--- config.mk ---
export PLATFORM = sky130hd
export DESIGN_NAME = password_door_lock_controller
export DESIGN_NICKNAME = d
export VERILOG_FILES = /design/src/hw/rtl/pdl_pkg.sv /design/src/hw/rtl/password_door_lock_controller.sv
export SDC_FILE = /design/constraint.sdc
export NUM_CORES = 1
export LEC_CHECK = 0
export ABC_AREA = 1
export BUFFER_PORTS_ARGS = -buffer_cell sky130_fd_sc_hd__buf_4
export CAP_MARGIN = 20
export CORE_ASPECT_RATIO = 1.2
export CORE_MARGIN = 2
export CORE_UTILIZATION = 62
export DETAILED_ROUTE_END_ITERATION = 8
export GPL_TIMING_DRIVEN = 0
export PLACE_DENSITY = 0.79
export SLEW_MARGIN = 20
export SYNTH_ARGS = -nofsm -noshare
export SYNTH_HDL_FRONTEND = slang
export SYNTH_SLANG_ARGS = --single-unit
--- constraint.sdc ---
create_clock -name clk -period 5.37 [get_ports clk]
set_clock_uncertainty 0.1 [all_clocks]
set_input_delay 0 -clock clk [delete_from_list [all_inputs] [get_ports clk]]
set_output_delay 0 -clock clk [all_outputs]
set_load 0.05 [all_outputs]
--- src/hw/rtl/pdl_pkg.sv ---
// package for the password door lock controller
// shared constants, register indexes, phase and result types
// no dependencies
`timescale 1ns / 1ps

package pdl_pkg;

	localparam int PASS_LEN_DEF = 5;

	// configuration port
	localparam int CFG_ADDR_W = 2;
	localparam int CFG_DATA_W = 8;

	typedef enum logic [CFG_ADDR_W-1:0] {
		REG_MOTION  = 2'd0,
		REG_HOLD    = 2'd1,
		REG_LOCKOUT = 2'd2,
		REG_TRIALS  = 2'd3
	} reg_idx_t;

	localparam logic [7:0] MOTION_RST  = 8'd15;
	localparam logic [7:0] HOLD_RST    = 8'd3;
	localparam logic [7:0] LOCKOUT_RST = 8'd60;
	localparam logic [2:0] TRIALS_RST  = 3'd3;
	localparam logic [2:0] TRIALS_MAX  = 3'd7;

	// input kind carried on tuser
	localparam logic CMD_BYTE = 1'b0;
	localparam logic CMD_TICK = 1'b1;

	localparam logic [7:0] CHAR_PLUS  = 8'h2B;
	localparam logic [7:0] CHAR_MINUS = 8'h2D;

	localparam logic REPLY_OK  = 1'b1;
	localparam logic REPLY_BAD = 1'b0;

	localparam logic [1:0] MOTOR_OFF   = 2'd0;
	localparam logic [1:0] MOTOR_CW    = 2'd1;
	localparam logic [1:0] MOTOR_CCW   = 2'd2;

	typedef enum logic [7:0] {
		PH_SETUP1 = 8'b0000_0001,
		PH_SETUP2 = 8'b0000_0010,
		PH_MENU   = 8'b0000_0100,
		PH_ENTRY  = 8'b0000_1000,
		PH_OPEN   = 8'b0001_0000,
		PH_HOLD   = 8'b0010_0000,
		PH_CLOSE  = 8'b0100_0000,
		PH_LOCK   = 8'b1000_0000
	} phase_t;

	typedef struct packed {
		phase_t     ph;
		logic [7:0] secs;
	} timed_entry_t;

	// result beat, lowest bit first: tx_valid, tx_byte, motor, buzzer, busy_res
	typedef struct packed {
		logic [1:0] pad;
		logic       busy_res;
		logic       buzzer;
		logic [1:0] motor;
		logic       tx_byte;
		logic       tx_valid;
	} result_t;

endpackage

--- src/hw/rtl/password_door_lock_controller.sv ---
// password door lock controller top level
// path: a beat is taken into the input register, and its result is written to the output
// register; m_tready back-pressure can hold the beat in the input register in between
// throughput: one beat per cycle; the single-pass stage only stalls on m_tready
// reset (arst_n low, asynchronous): setup first entry, counters cleared, config to defaults
// depends on pdl_pkg
`timescale 1ns / 1ps

module password_door_lock_controller #(
	parameter int PASS_LEN = pdl_pkg::PASS_LEN_DEF
) (
	input  logic                            clk,
	input  logic                            arst_n,
	input  logic                            cfg_we,
	input  logic [pdl_pkg::CFG_ADDR_W-1:0]  cfg_addr,
	input  logic [pdl_pkg::CFG_DATA_W-1:0]  cfg_wdata,
	input  logic                            s_tvalid,
	output logic                            s_tready,
	input  logic [7:0]                      s_tdata,   // rx_byte
	input  logic                            s_tuser,   // cmd
	output logic                            m_tvalid,
	input  logic                            m_tready,
	output logic [7:0]                      m_tdata    // tx_valid, tx_byte, motor[1:0], buzzer, busy_res, 2'b0
);
	import pdl_pkg::*;

	localparam int IDX_W = (PASS_LEN > 1) ? $clog2(PASS_LEN) : 1;
	localparam logic [IDX_W-1:0] IDX_LAST = IDX_W'(PASS_LEN - 1);

	// configuration registers
	logic [7:0] motion_q, hold_q, lockout_q;
	logic [2:0] max_trials_q;

	// input register
	logic       valid_s1;
	logic       cmd_s1;
	logic [7:0] byte_s1;

	// controller state
	phase_t           phase_q, phase_d;
	logic [IDX_W-1:0] idx_q, idx_d;
	logic             mismatch_q, mismatch_d;
	logic [2:0]       trials_q, trials_d;
	logic [7:0]       secs_q, secs_d;
	logic             choice_q, choice_d;
	logic [7:0]       first_q  [PASS_LEN];
	logic [7:0]       stored_q [PASS_LEN];

	logic         advance;
	logic         timed, last, ne_first, ne_stored, mism_n;
	logic         first_we, copy_pw;
	logic         txv, txb;
	logic [2:0]   trial_inc;
	timed_entry_t te;
	result_t      res_d;
	logic         m_tvalid_q;
	result_t      m_data_q;

	// chained entry into a timed phase; zero length phases fall through
	function automatic timed_entry_t enter_ph(phase_t p, logic [7:0] mot, logic [7:0] hld,
			logic [7:0] lck);
		timed_entry_t r;
		r.ph   = PH_MENU;
		r.secs = 8'd0;
		case (p)
			PH_OPEN: begin
				if (mot != 8'd0) begin
					r.ph = PH_OPEN; r.secs = mot;
				end else if (hld != 8'd0) begin
					r.ph = PH_HOLD; r.secs = hld;
				end
			end
			PH_HOLD: begin
				if (hld != 8'd0) begin
					r.ph = PH_HOLD; r.secs = hld;
				end else if (mot != 8'd0) begin
					r.ph = PH_CLOSE; r.secs = mot;
				end
			end
			PH_CLOSE: begin
				if (mot != 8'd0) begin
					r.ph = PH_CLOSE; r.secs = mot;
				end
			end
			PH_LOCK: begin
				if (lck != 8'd0) begin
					r.ph = PH_LOCK; r.secs = lck;
				end
			end
			default: begin
				r.ph = PH_MENU;
			end
		endcase
		return r;
	endfunction

	function automatic phase_t next_ph(phase_t p);
		phase_t r;
		case (p)
			PH_OPEN: r = PH_HOLD;
			PH_HOLD: r = PH_CLOSE;
			default: r = PH_MENU;
		endcase
		return r;
	endfunction

	assign advance  = !m_tvalid_q || m_tready;
	assign s_tready = !valid_s1 || advance;
	assign m_tvalid = m_tvalid_q;
	assign m_tdata  = m_data_q;

	always_ff @(posedge clk or negedge arst_n) begin
		if (!arst_n) begin
			motion_q     <= MOTION_RST;
			hold_q       <= HOLD_RST;
			lockout_q    <= LOCKOUT_RST;
			max_trials_q <= TRIALS_RST;
		end else if (cfg_we) begin
			case (cfg_addr)
				REG_MOTION:  motion_q     <= cfg_wdata;
				REG_HOLD:    hold_q       <= cfg_wdata;
				REG_LOCKOUT: lockout_q    <= cfg_wdata;
				REG_TRIALS:  max_trials_q <= cfg_wdata[2:0];
				default:     ;
			endcase
		end
	end

	always_ff @(posedge clk or negedge arst_n) begin
		if (!arst_n) begin
			valid_s1 <= 1'b0;
		end else if (s_tready) begin
			valid_s1 <= s_tvalid;
		end
	end

	always_ff @(posedge clk) begin
		if (s_tready && s_tvalid) begin
			cmd_s1  <= s_tuser;
			byte_s1 <= s_tdata;
		end
	end

	always_comb begin
		phase_d    = phase_q;
		idx_d      = idx_q;
		mismatch_d = mismatch_q;
		trials_d   = trials_q;
		secs_d     = secs_q;
		choice_d   = choice_q;
		first_we   = 1'b0;
		copy_pw    = 1'b0;
		txv        = 1'b0;
		txb        = REPLY_BAD;
		te         = enter_ph(PH_MENU, motion_q, hold_q, lockout_q);
		timed      = phase_q inside {PH_OPEN, PH_HOLD, PH_CLOSE, PH_LOCK};
		last       = (idx_q == IDX_LAST);
		ne_first   = (first_q[idx_q] != byte_s1);
		ne_stored  = (stored_q[idx_q] != byte_s1);
		trial_inc  = (trials_q != TRIALS_MAX) ? trials_q + 3'd1 : trials_q;
		mism_n     = mismatch_q;

		if (cmd_s1 == CMD_TICK) begin
			if (timed && secs_q != 8'd0) begin
				secs_d = secs_q - 8'd1;
				if (secs_q == 8'd1) begin
					te      = enter_ph(next_ph(phase_q), motion_q, hold_q, lockout_q);
					phase_d = te.ph;
					secs_d  = te.secs;
				end
			end
		end else if (!timed) begin
			case (phase_q)
				PH_SETUP1: begin
					first_we = 1'b1;
					if (idx_q == '0) mismatch_d = 1'b0;
					if (last) begin
						idx_d      = '0;
						mismatch_d = 1'b0;
						phase_d    = PH_SETUP2;
					end else begin
						idx_d = idx_q + 1'b1;
					end
				end
				PH_SETUP2: begin
					mism_n     = mismatch_q | ne_first;
					mismatch_d = mism_n;
					if (last) begin
						idx_d      = '0;
						txv        = 1'b1;
						mismatch_d = 1'b0;
						if (!mism_n) begin
							copy_pw = 1'b1;
							txb     = REPLY_OK;
							phase_d = PH_MENU;
						end else begin
							phase_d = PH_SETUP1;
						end
					end else begin
						idx_d = idx_q + 1'b1;
					end
				end
				PH_MENU: begin
					idx_d      = '0;
					mismatch_d = 1'b0;
					if (byte_s1 == CHAR_PLUS) begin
						choice_d = 1'b0;
						phase_d  = PH_ENTRY;
					end else if (byte_s1 == CHAR_MINUS) begin
						choice_d = 1'b1;
						phase_d  = PH_ENTRY;
					end else begin
						phase_d = PH_SETUP1;
					end
				end
				PH_ENTRY: begin
					mism_n     = mismatch_q | ne_stored;
					mismatch_d = mism_n;
					if (last) begin
						idx_d      = '0;
						txv        = 1'b1;
						mismatch_d = 1'b0;
						if (!mism_n) begin
							txb      = REPLY_OK;
							trials_d = 3'd0;
							if (!choice_q) begin
								te      = enter_ph(PH_OPEN, motion_q, hold_q, lockout_q);
								phase_d = te.ph;
								secs_d  = te.secs;
							end else begin
								phase_d = PH_SETUP1;
							end
						end else begin
							trials_d = trial_inc;
							// limit reached: clear the count and lock out
							if (trial_inc >= max_trials_q) begin
								trials_d = 3'd0;
								te       = enter_ph(PH_LOCK, motion_q, hold_q, lockout_q);
								phase_d  = te.ph;
								secs_d   = te.secs;
							end
						end
					end else begin
						idx_d = idx_q + 1'b1;
					end
				end
				default: begin
					phase_d = phase_q;
				end
			endcase
		end

		res_d          = '0;
		res_d.tx_valid = txv;
		res_d.tx_byte  = txb;
		res_d.motor    = (phase_d == PH_OPEN)  ? MOTOR_CW :
		                 (phase_d == PH_CLOSE) ? MOTOR_CCW : MOTOR_OFF;
		res_d.buzzer   = (phase_d == PH_LOCK);
		res_d.busy_res = phase_d inside {PH_OPEN, PH_HOLD, PH_CLOSE, PH_LOCK};
	end

	always_ff @(posedge clk or negedge arst_n) begin
		if (!arst_n) begin
			phase_q    <= PH_SETUP1;
			idx_q      <= '0;
			mismatch_q <= 1'b0;
			trials_q   <= 3'd0;
			secs_q     <= 8'd0;
			choice_q   <= 1'b0;
			m_tvalid_q <= 1'b0;
		end else if (valid_s1 && advance) begin
			phase_q    <= phase_d;
			idx_q      <= idx_d;
			mismatch_q <= mismatch_d;
			trials_q   <= trials_d;
			secs_q     <= secs_d;
			choice_q   <= choice_d;
			m_tvalid_q <= 1'b1;
		end else if (m_tready) begin
			m_tvalid_q <= 1'b0;
		end
	end

	always_ff @(posedge clk) begin
		if (valid_s1 && advance) begin
			m_data_q <= res_d;
			if (first_we) first_q[idx_q] <= byte_s1;
			if (copy_pw) stored_q <= first_q;
		end
	end

endmodule

* After elaboration in Yosys (flattened, before gate mapping)
Index checks and enable logic that the tools add are counted.
Word-level totals: flip-flop bits (word level) 148, latch bits 0, bits in writable memories 0, bits in read-only memories 0, input bits 24, output and inout port bits 10, word-level logic and storage cells 179, memories kept 0
Operators by class: $add $sub $neg 3, multipliers 0, divide/modulo/power cells 0, $lt $le $gt $ge 3, eq/ne operators 31, shifts and indexed selects 0, multiplexer cells 70, bitwise operators 6, reductions and logical operators 37
Operators by type and width (count):
- $mux 8 | 27
- $pmux 8 s4 | 3
- $bmux 8 s3 | 2
- $bwmux 40 | 1
- $eq 8x6->1 const B | 5
- $mux 16 | 2
- $reduce_bool 8->1 | 4
- $mux 14 | 2
- $demux 8 s3 | 1
- $eq 8x5->1 const B | 3
- $eq 8x7->1 const B | 3
- $eq 8x8->1 const B | 3
- $mux 1 | 19
- $eq 8x1->1 const B | 2
- $ne 8x8->1 | 2
- $mux 15 | 1
- $mux 3 | 5
- $reduce_and 5->1 | 3
- $pmux 7 s2 | 1
- $reduce_and 2->1 | 6
- $reduce_bool 4->1 | 3
- $reduce_bool 2->1 | 5
- $eq 8x2->1 const B | 1
- $eq 8x3->1 const B | 1
- 30 further kinds | 45

* Logic depth before layout (Yosys ltp)
Gate-level depths: netlist of run 1.
depth after elaboration 13, depth in mapped cells 21, mapped depth without buffers 20

* Worst setup path before layout of run 1
OpenSTA, ideal clock, no wires.
path type register to register, start point register phase_q[0], end point register stored_q[0] (netlist bit), enable pin, library setup time 0.437 ns, arrival time 3.334 ns, required time 4.833 ns, setup slack 1.498 ns, cell stages (with the launch flop) 14, buffers on the path 0, period minus slack after synthesis 3.872 ns, path through dfstp_2 nor2_1 inv_1 nor2_1 inv_1 nor4_1 inv_1 ha_1 o21ai_1 nor2_1 inv_1 nor2_1 inv_1 nor2_1
On the way: cells in the longest elaborated chain, start to end 5, elaborated cells between the ends (all ways) 10, classes of those cells eq/ne: 5; mux: 3; reduce/logical: 2
RTL lines:
- from (decl) | RTL line password_door_lock_controller.sv:40 | phase_t phase_q, phase_d;
- from (signal assigned) | RTL line password_door_lock_controller.sv:272 | phase_q <= phase_d;
- $eq 8x5->1, or another cell as far along | RTL line password_door_lock_controller.sv:156 | timed = phase_q inside {PH_OPEN, PH_HOLD, PH_CLOSE, PH_LOCK};
- $reduce_bool 4->1 / $mux 1 (equally long branches) | RTL line password_door_lock_controller.sv:156, password_door_lock_controller.sv:173
- $mux 1 * | RTL line password_door_lock_controller.sv:172 | end else if (!timed) begin
- $mux 1 * | RTL line password_door_lock_controller.sv:163 | if (cmd_s1 == CMD_TICK) begin
- $reduce_and 2->1 (no line) *
- to (signal assigned) | RTL line password_door_lock_controller.sv:288 | if (copy_pw) stored_q <= first_q;
- to (decl) | RTL line password_door_lock_controller.sv:47 | logic [7:0] stored_q [PASS_LEN];
Mark *: on every way between the ends. The rest lies on a longest branch, timed or not. A chain may end at the register's enable or synchronous reset.

* Worst setup path after layout of run 1
start point register phase_q[0], end point register first_q[19] (netlist bit), enable pin
On the way: cells in the longest elaborated chain, start to end 5, elaborated cells between the ends (all ways) 10, classes of those cells eq/ne: 5; mux: 3; reduce/logical: 2
RTL lines:
- $eq 8x5->1, or another cell as far along | RTL line password_door_lock_controller.sv:156
- $reduce_bool 4->1 / $mux 1 (equally long branches) | RTL line password_door_lock_controller.sv:156, password_door_lock_controller.sv:173
- $mux 1 * | RTL line password_door_lock_controller.sv:172
- $mux 1 * | RTL line password_door_lock_controller.sv:163
- $reduce_and 2->1 (no line) *
- to (signal, indexed assignment) | RTL line password_door_lock_controller.sv:287 | if (first_we) first_q[idx_q] <= byte_s1;
- to (decl) | RTL line password_door_lock_controller.sv:46 | logic [7:0] first_q [PASS_LEN];
Marks and branches as above.

==> results of run 1 <==
how the worst max path moves through the flow:
stage	cells past startpoint	startpoint	end	slack, ns
after CTS	15	phase_q[0]	first_q[19]	1.87
after global placement	13	phase_q[0]	stored_q[11]	0.47
final	15	phase_q[0]	first_q[19]	1.77
after floorplan	13	phase_q[0]	stored_q[0]	1.50
after detailed placement	15	phase_q[0]	first_q[22]	1.90
after global routing	19	phase_q[1]	m_tdata[5]	1.47
registers in the layout, indices dropped and copies added, names as in the netlist:
name / flops
hold_q: 8
valid_s1: 1
lockout_q: 8
choice_q: 1
m_tdata: 6
motion_q: 8
first_q: 40
cmd_s1: 1
stored_q: 40
phase_q: 8
max_trials_q: 3
idx_q: 3
m_tvalid: 1
mismatch_q: 1
trials_q: 3
byte_s1: 8
secs_q: 8
layout by cell type, fill, tap and decap left out, types with 5 or more instances in the layout:
cell type | Yosys | final
buf_4 | 7 | 38
nor2_2 | 7 | 7
a21oi_1 | 26 | 26
o211ai_1 | 15 | 15
inv_2 | 7 | 7
nand4_1 | 24 | 24
dfstp_2 | 13 | 13
nor4_1 | 7 | 7
clkbuf_1 | 6 | 8
o21ai_1 | 15 | 15
o21ai_0 | 68 | 68
clkbuf_16 | 0 | 17
nand3_1 | 59 | 59
inv_1 | 114 | 114
nor2_1 | 67 | 66
nand2_1 | 179 | 179
dlygate4sd3_1 | 0 | 30
ha_1 | 11 | 11
nor3_1 | 7 | 7
o22ai_1 | 7 | 7
or2_2 | 5 | 5
dfrtp_1 | 40 | 40
edfxtp_1 | 95 | 95
cell type report:
cell class	count	area (um^2)
fill	857	3070
multi-input combinational	539	2740
inverter	123	464
timing repair buffer	62	561
buffer	20	138
clock buffer	19	433
tap	161	201
clock inverter	13	148
sequential	148	4200
metrics by stage:
| stage | instances | power, uW | area (um^2) | setup WS, ns |
|---|---|---|---|---|
| after floorplan | 830 | 2440 | 7520 | 1.50 |
| after global routing | 1085 | 4240 | 8870 | 1.47 |
| after detailed placement | 1023 | 2820 | 7990 | 1.90 |
| final | 1085 | 4020 | 8870 | 1.77 |
| after global placement | 1022 | 2760 | 7960 | 0.467 |
| after CTS | 1085 | 4010 | 8870 | 1.87 |
critical path, delay by kind of cell (launching register included):
family,cells,cell delay (ns)
simple gates,8,1.77
compound gates,1,0.11
buf+inv,5,0.54
fa+ha+maj,1,0.15
flops,1,0.54
power breakdown:
part           internal (uW)  switching [uW]  leakage [uW]
Combinational            468             922       0.00199
Clock                    690             478      0.000278
Sequential              1350             118       0.00150
cell families (layout without fill, tap and decap cells):
logic type,after synthesis,count (layout),synth area share [%]
adders and majority gates,11,11,1.83
other,1,2,0.0499
DFF,148,148,55.8
buffers and inverters,143,237,8.00
and+or+nand+nor,374,374,22.5
xor gates and xnor gates,6,6,0.699
AOI/OAI and AO/OA,146,146,11.2
metal layers:
layer	share of wire, %	wire length (um)	global-route usage [%]	vias to the layer above
met5	0	0	0	-
met4	6.0	1150	21.7	0
met3	5.4	1040	5.70	84
met2	54	10400	55.9	286
met1	34	6580	31.3	2902
li1	-	-	-	2975
repair_timing:
action / in CTS / in global routing
endpoints found under the setup margin: 0 / 0
hold endpoints to repair: 91 / 0
hold buffers: 30 / 0
setup buffers: 0 / 0
==> flow_metrics.py, run 1 <==
metrics = {
    "clock_network": {
        "root_buffer": "clkbuf_16",
        "clk_latency_ns": 0.43,
        "cts.path.max_buffers": 2,
        "htree_levels": 4,
        "numCtsBuffers": 17,
        "cts_sinks": 148,
        "cts_resized": 0,
        "clk_pin_slew_worst_paths_ns": 0.06,
        "tritoncts": "built",
    },
    "cells_and_area": {
        "antenna_cells": 0,
        "drive_above_1_share_pct": 13.7,
        "finish.utilization_pct": 74.3,
        "area_delta_synth_final_pct": 18.0,
        "nets": 946,
    },
    "global_routing": {
        "grt_pass1_wl_mm": 30.8,
        "grt_max_degree": 54,
        "grt_pass1_vias": 6495,
        "grt_usage_pct": 30.7,
        "grt.overflow.total": 0,
        "antenna_found_initial": 0,
    },
    "critical_path": {
        "cpMostUsedCell": "nor2_1",
        "r2r-end": "first_q[19]",
        "end_kind": "flop",
        "reg2reg_slack_ns": 1.77,
        "crit_path_cell_trace": "nor2_1 > inv_1 > nor2_1 > inv_1 > nor4_1 > inv_1 > ha_1 > o21ai_1 > nor2_1 > inv_1 > nor2_1 > inv_1 > nor2_1 > nand2_1 > nor2_1",
        "rr_worst_depth": 15,
        "required_ns": 5.31,
        "arrival_ns": 3.54,
        "critPathKind": "flop to flop",
        "critPathMaxFanout": 8,
        "slowest_stage": "nor2_1",
        "cp-start-kind": "flop",
        "reg2reg_from": "phase_q[0]",
        "slowest_delay_ns": 0.78,
    },
    "placement": {
        "dp_hpwl_mm": 13.5,
        "place_congestion": 0.918,
        "port-buffer-count": 31,
    },
    "run_status": {
        "status": "finished clean",
    },
    "power": {
        "p_leak_uw": 0.00377,
        "power_density_nw_per_um2": 453,
        "ir_worst_vdd_mv": 0.216,
    },
    "run": {
        "maxCapViolations": 0,
    },
    "timing": {
        "finalCritPeriodShare_pct": 67.1,
        "setup_viol": 0,
        "maxSlewHeadroom_pct": 31.4,
        "finalCriticalPeriod_ns": 3.60,
        "timing.fmax_ghz": 0.278,
        "whs_ns": 0.0666,
        "slew_violations": 0,
        "finalHoldViolations": 0,
        "worst_pin_slew_ns": 1.02,
        "finalSetupTns_ns": 0,
        "rsz0062_at_grt": "no",
    },
    "die": {
        "fp.dieW_um": 105,
        "die_area_um2": 13000,
        "die_y_um": 125,
        "design.core.area_um2": 11900,
        "boundaryPins": 34,
        "start_util_pct": 63.0,
        "rows": 44,
    },
    "yosys": {
        "yosys_warnings": 0,
        "synth.most_common_cell": "nand2_1",
        "synth.cell_area_um2": 7520,
        "synth.distinct_cells": 48,
        "postSynthCellCount": 829,
        "yosys.area.top_type": "edfxtp_1",
        "ys_ff_latch": 148,
        "yosys-top-cells-area": "edfxtp_1 (38%), dfrtp_1 (13%), nand2_1 (8.9%)",
        "yosysTopAreaCellShare_pct": 37.9,
        "synthFlopType": "edfxtp_1",
        "syn_area_per_cell_um2": 9.07,
        "synth-async-reset-ratio_pct": 35.8,
        "yosysSeqAreaShare_pct": 55.8,
        "synth_edf_count": 95,
        "yosys-top-cells-count": "nand2_1 (179), inv_1 (114), edfxtp_1 (95)",
    },
    "routing": {
        "drt-vias-per-instance": 5.76,
        "ant_nets": 0,
        "drt_first_pass_iters": 7,
        "drcViolationCount": 0,
        "wire_per_inst_um": 17.6,
        "drt_iter0_drc": 516,
        "wirelength_mm": 19.1,
        "vias": 6247,
    },
    "worst_hold_path": {
        "hp-class": "input port to asynchronous set/reset pin",
    },
}
Note: power is estimated with default switching activity, not from simulation.
==> run 2, diff against run 1 <==
CORE_UTILIZATION = 56   (was 62)
PLACE_DENSITY = 0.75   (was 0.79)
clock period = 3.2 ns   (was 5.37 ns; I/O delays follow)
==> run 2 against run 1 <==
Clock power rose by 83%. Fmax increased by 15%. Critical endpoint is now first_q[24]. Worst hold slack got worse by 0.0072 ns.
==> flow_metrics.py, run 2 (synthesis results as in run 1) <==
metrics = {
    "placement": {
        "place_congestion": 0.918,
        "port-buffer-count": 31,
        "dp_hpwl_mm": 13.4,
        "dp_cells": 1029,
    },
    "critical_path": {
        "arrival_ns": 3.17,
        "reg2reg_slack_ns": 0.06,
        "required_ns": 3.23,
        "r2r-end": "first_q[24]",
        "cp.depth": 16,
        "reg2reg_from": "phase_q[0]",
        "slowest_delay_ns": 0.57,
        "cp-start-kind": "flop",
        "cp_num_buf_inv": 6,
        "critPathMaxFanout": 8,
        "rr_worst_depth": 16,
        "endpoint": "first_q[24]",
        "cpMostUsedCell": "inv_1",
        "crit_path_cell_trace": "nor2_4 > inv_1 > nor2_2 > inv_2 > nor4_4 > inv_1 > ha_1 > o21ai_2 > nor2_1 > inv_1 > nor2_2 > inv_2 > nor2_1 > nand2_1 > nor2_4 > buf_12",
        "critPathTopFamily": "simple AND/OR/NAND/NOR gates",
        "critical_path.startpoint": "phase_q[0]",
        "slowest_stage": "dfstp_2",
        "end_kind": "flop",
        "critPathKind": "flop to flop",
    },
    "timing": {
        "finalHoldViolations": 0,
        "worst_pin_slew_ns": 0.671,
        "finalCriticalPeriod_ns": 3.14,
        "timing.fmax_ghz": 0.318,
        "finalCritPeriodShare_pct": 98.1,
        "maxSlewHeadroom_pct": 55.3,
        "setup_viol": 0,
        "slew_violations": 0,
    },
    "cells_and_area": {
        "layout_common_cells": "nand2_1 (178), inv_1 (110), edfxtp_1 (95)",
        "area_delta_synth_final_pct": 22.1,
        "antenna_cells": 0,
        "final_common_cell": "nand2_1",
        "fin_cells": 1104,
        "drive_above_1_share_pct": 18.4,
        "fillCellCount": 974,
        "reg_top3": "first_q: 40 flops, stored_q: 40 flops",
        "finish.utilization_pct": 69.7,
        "nets": 958,
    },
    "routing": {
        "wire_per_inst_um": 18.2,
        "wirelength_mm": 20.1,
        "top_layer": "met4",
        "wl_met3_mm": 1.08,
        "drt-vias-per-instance": 5.83,
        "vias": 6437,
        "drcViolationCount": 0,
        "wl_met2_mm": 10.6,
        "drt_first_pass_iters": 6,
        "ant_nets": 0,
        "m1WireLength_mm": 7.43,
        "drt_iter0_drc": 456,
    },
    "clock_network": {
        "cts_sinks": 148,
        "numCtsBuffers": 17,
        "clk_latency_ns": 0.42,
        "htree_levels": 4,
        "tritoncts": "built",
        "cts.path.max_buffers": 2,
        "clk_pin_slew_worst_paths_ns": 0.06,
        "root_buffer": "clkbuf_16",
    },
    "run": {
        "maxCapViolations": 0,
    },
    "power": {
        "power_density_nw_per_um2": 774,
        "p_leak_uw": 0.00386,
        "ir_worst_vdd_mv": 0.401,
    },
    "global_routing": {
        "grt_pass1_wl_mm": 30.8,
        "grt_max_degree": 54,
        "grt.overflow.total": 0,
        "grt_usage_pct": 28.7,
        "antenna_found_initial": 0,
        "grt_pass1_vias": 6283,
    },
    "die": {
        "fp.dieW_um": 110,
        "boundaryPins": 34,
        "start_util_pct": 57.1,
        "die_y_um": 131,
        "rows": 46,
        "die_area_um2": 14400,
        "design.core.area_um2": 13200,
    },
    "worst_hold_path": {
        "hp-class": "input port to asynchronous set/reset pin",
    },
    "run_status": {
        "status": "finished clean",
    },
}
## run 2: area by class of cell
class,count,area [um^2],share of cell area (%)
sequential,148,4200,45.7
multi-input combinational,542,2890,31.5
timing repair buffer,71,646,7.03
inverter,123,467,5.08
clock buffer,18,429,4.67
tap,168,210,2.29
clock inverter,14,200,2.18
buffer,20,138,1.50
## run 2: per-layer routing
| layer | GRT usage (%) | vias to the layer above |
|---|---|---|
| li1 | - | 2999 |
| met1 | 31.7 | 3062 |
| met2 | 51.6 | 289 |
| met3 | 4.71 | 87 |
| met4 | 16.8 | 0 |
| met5 | 0 | - |
## run 2: what timing repair did
item / in CTS / in global routing
endpoints found under the hold margin: 91 / 0
buffers inserted: 2 / 13
setup endpoints to repair: 76 / 79
gates resized for setup: 17 / 27
hold buffers: 25 / 0
pin swaps: 5 / 12
cloned: 1 / 2
## run 2: power by group
group	total (uW)	internal, uW	leakage, uW	switching [uW]
Clock	2140	1320	0.000305	820
Sequential	2470	2260	0.00150	205
Combinational	2510	845	0.00205	1660
## run 2: worst min-delay path by stage
stage,to,slack [ns]
2_1_floorplan,choice_q,-0.40
3_3_place_gp,secs_q[1],-0.04
3_5_place_dp,secs_q[0],-0.03
4_1_cts,secs_q[0],0.08
5_1_grt,choice_q,0.11
6_report,secs_q[0],0.06
## run 2: metrics by stage
stage / setup TNS (ns) / total power (uW) / hold WS (ns) / setup slack (ns) / cell area (um^2)
6_report: 0 / 7110 / 0.0594 / 0.0598 / 9180
5_1_grt: -3.10 / 7450 / 0.111 / -0.109 / 9180
4_1_cts: -1.45 / 6920 / 0.0762 / -0.0902 / 8930
3_5_place_dp: -20.20 / 4710 / -0.0250 / -0.328 / 7980
3_3_place_gp: -12.95 / 4640 / -0.0376 / -0.276 / 7980
2_1_floorplan: 0 / 4100 / -0.396 / 0.417 / 7530
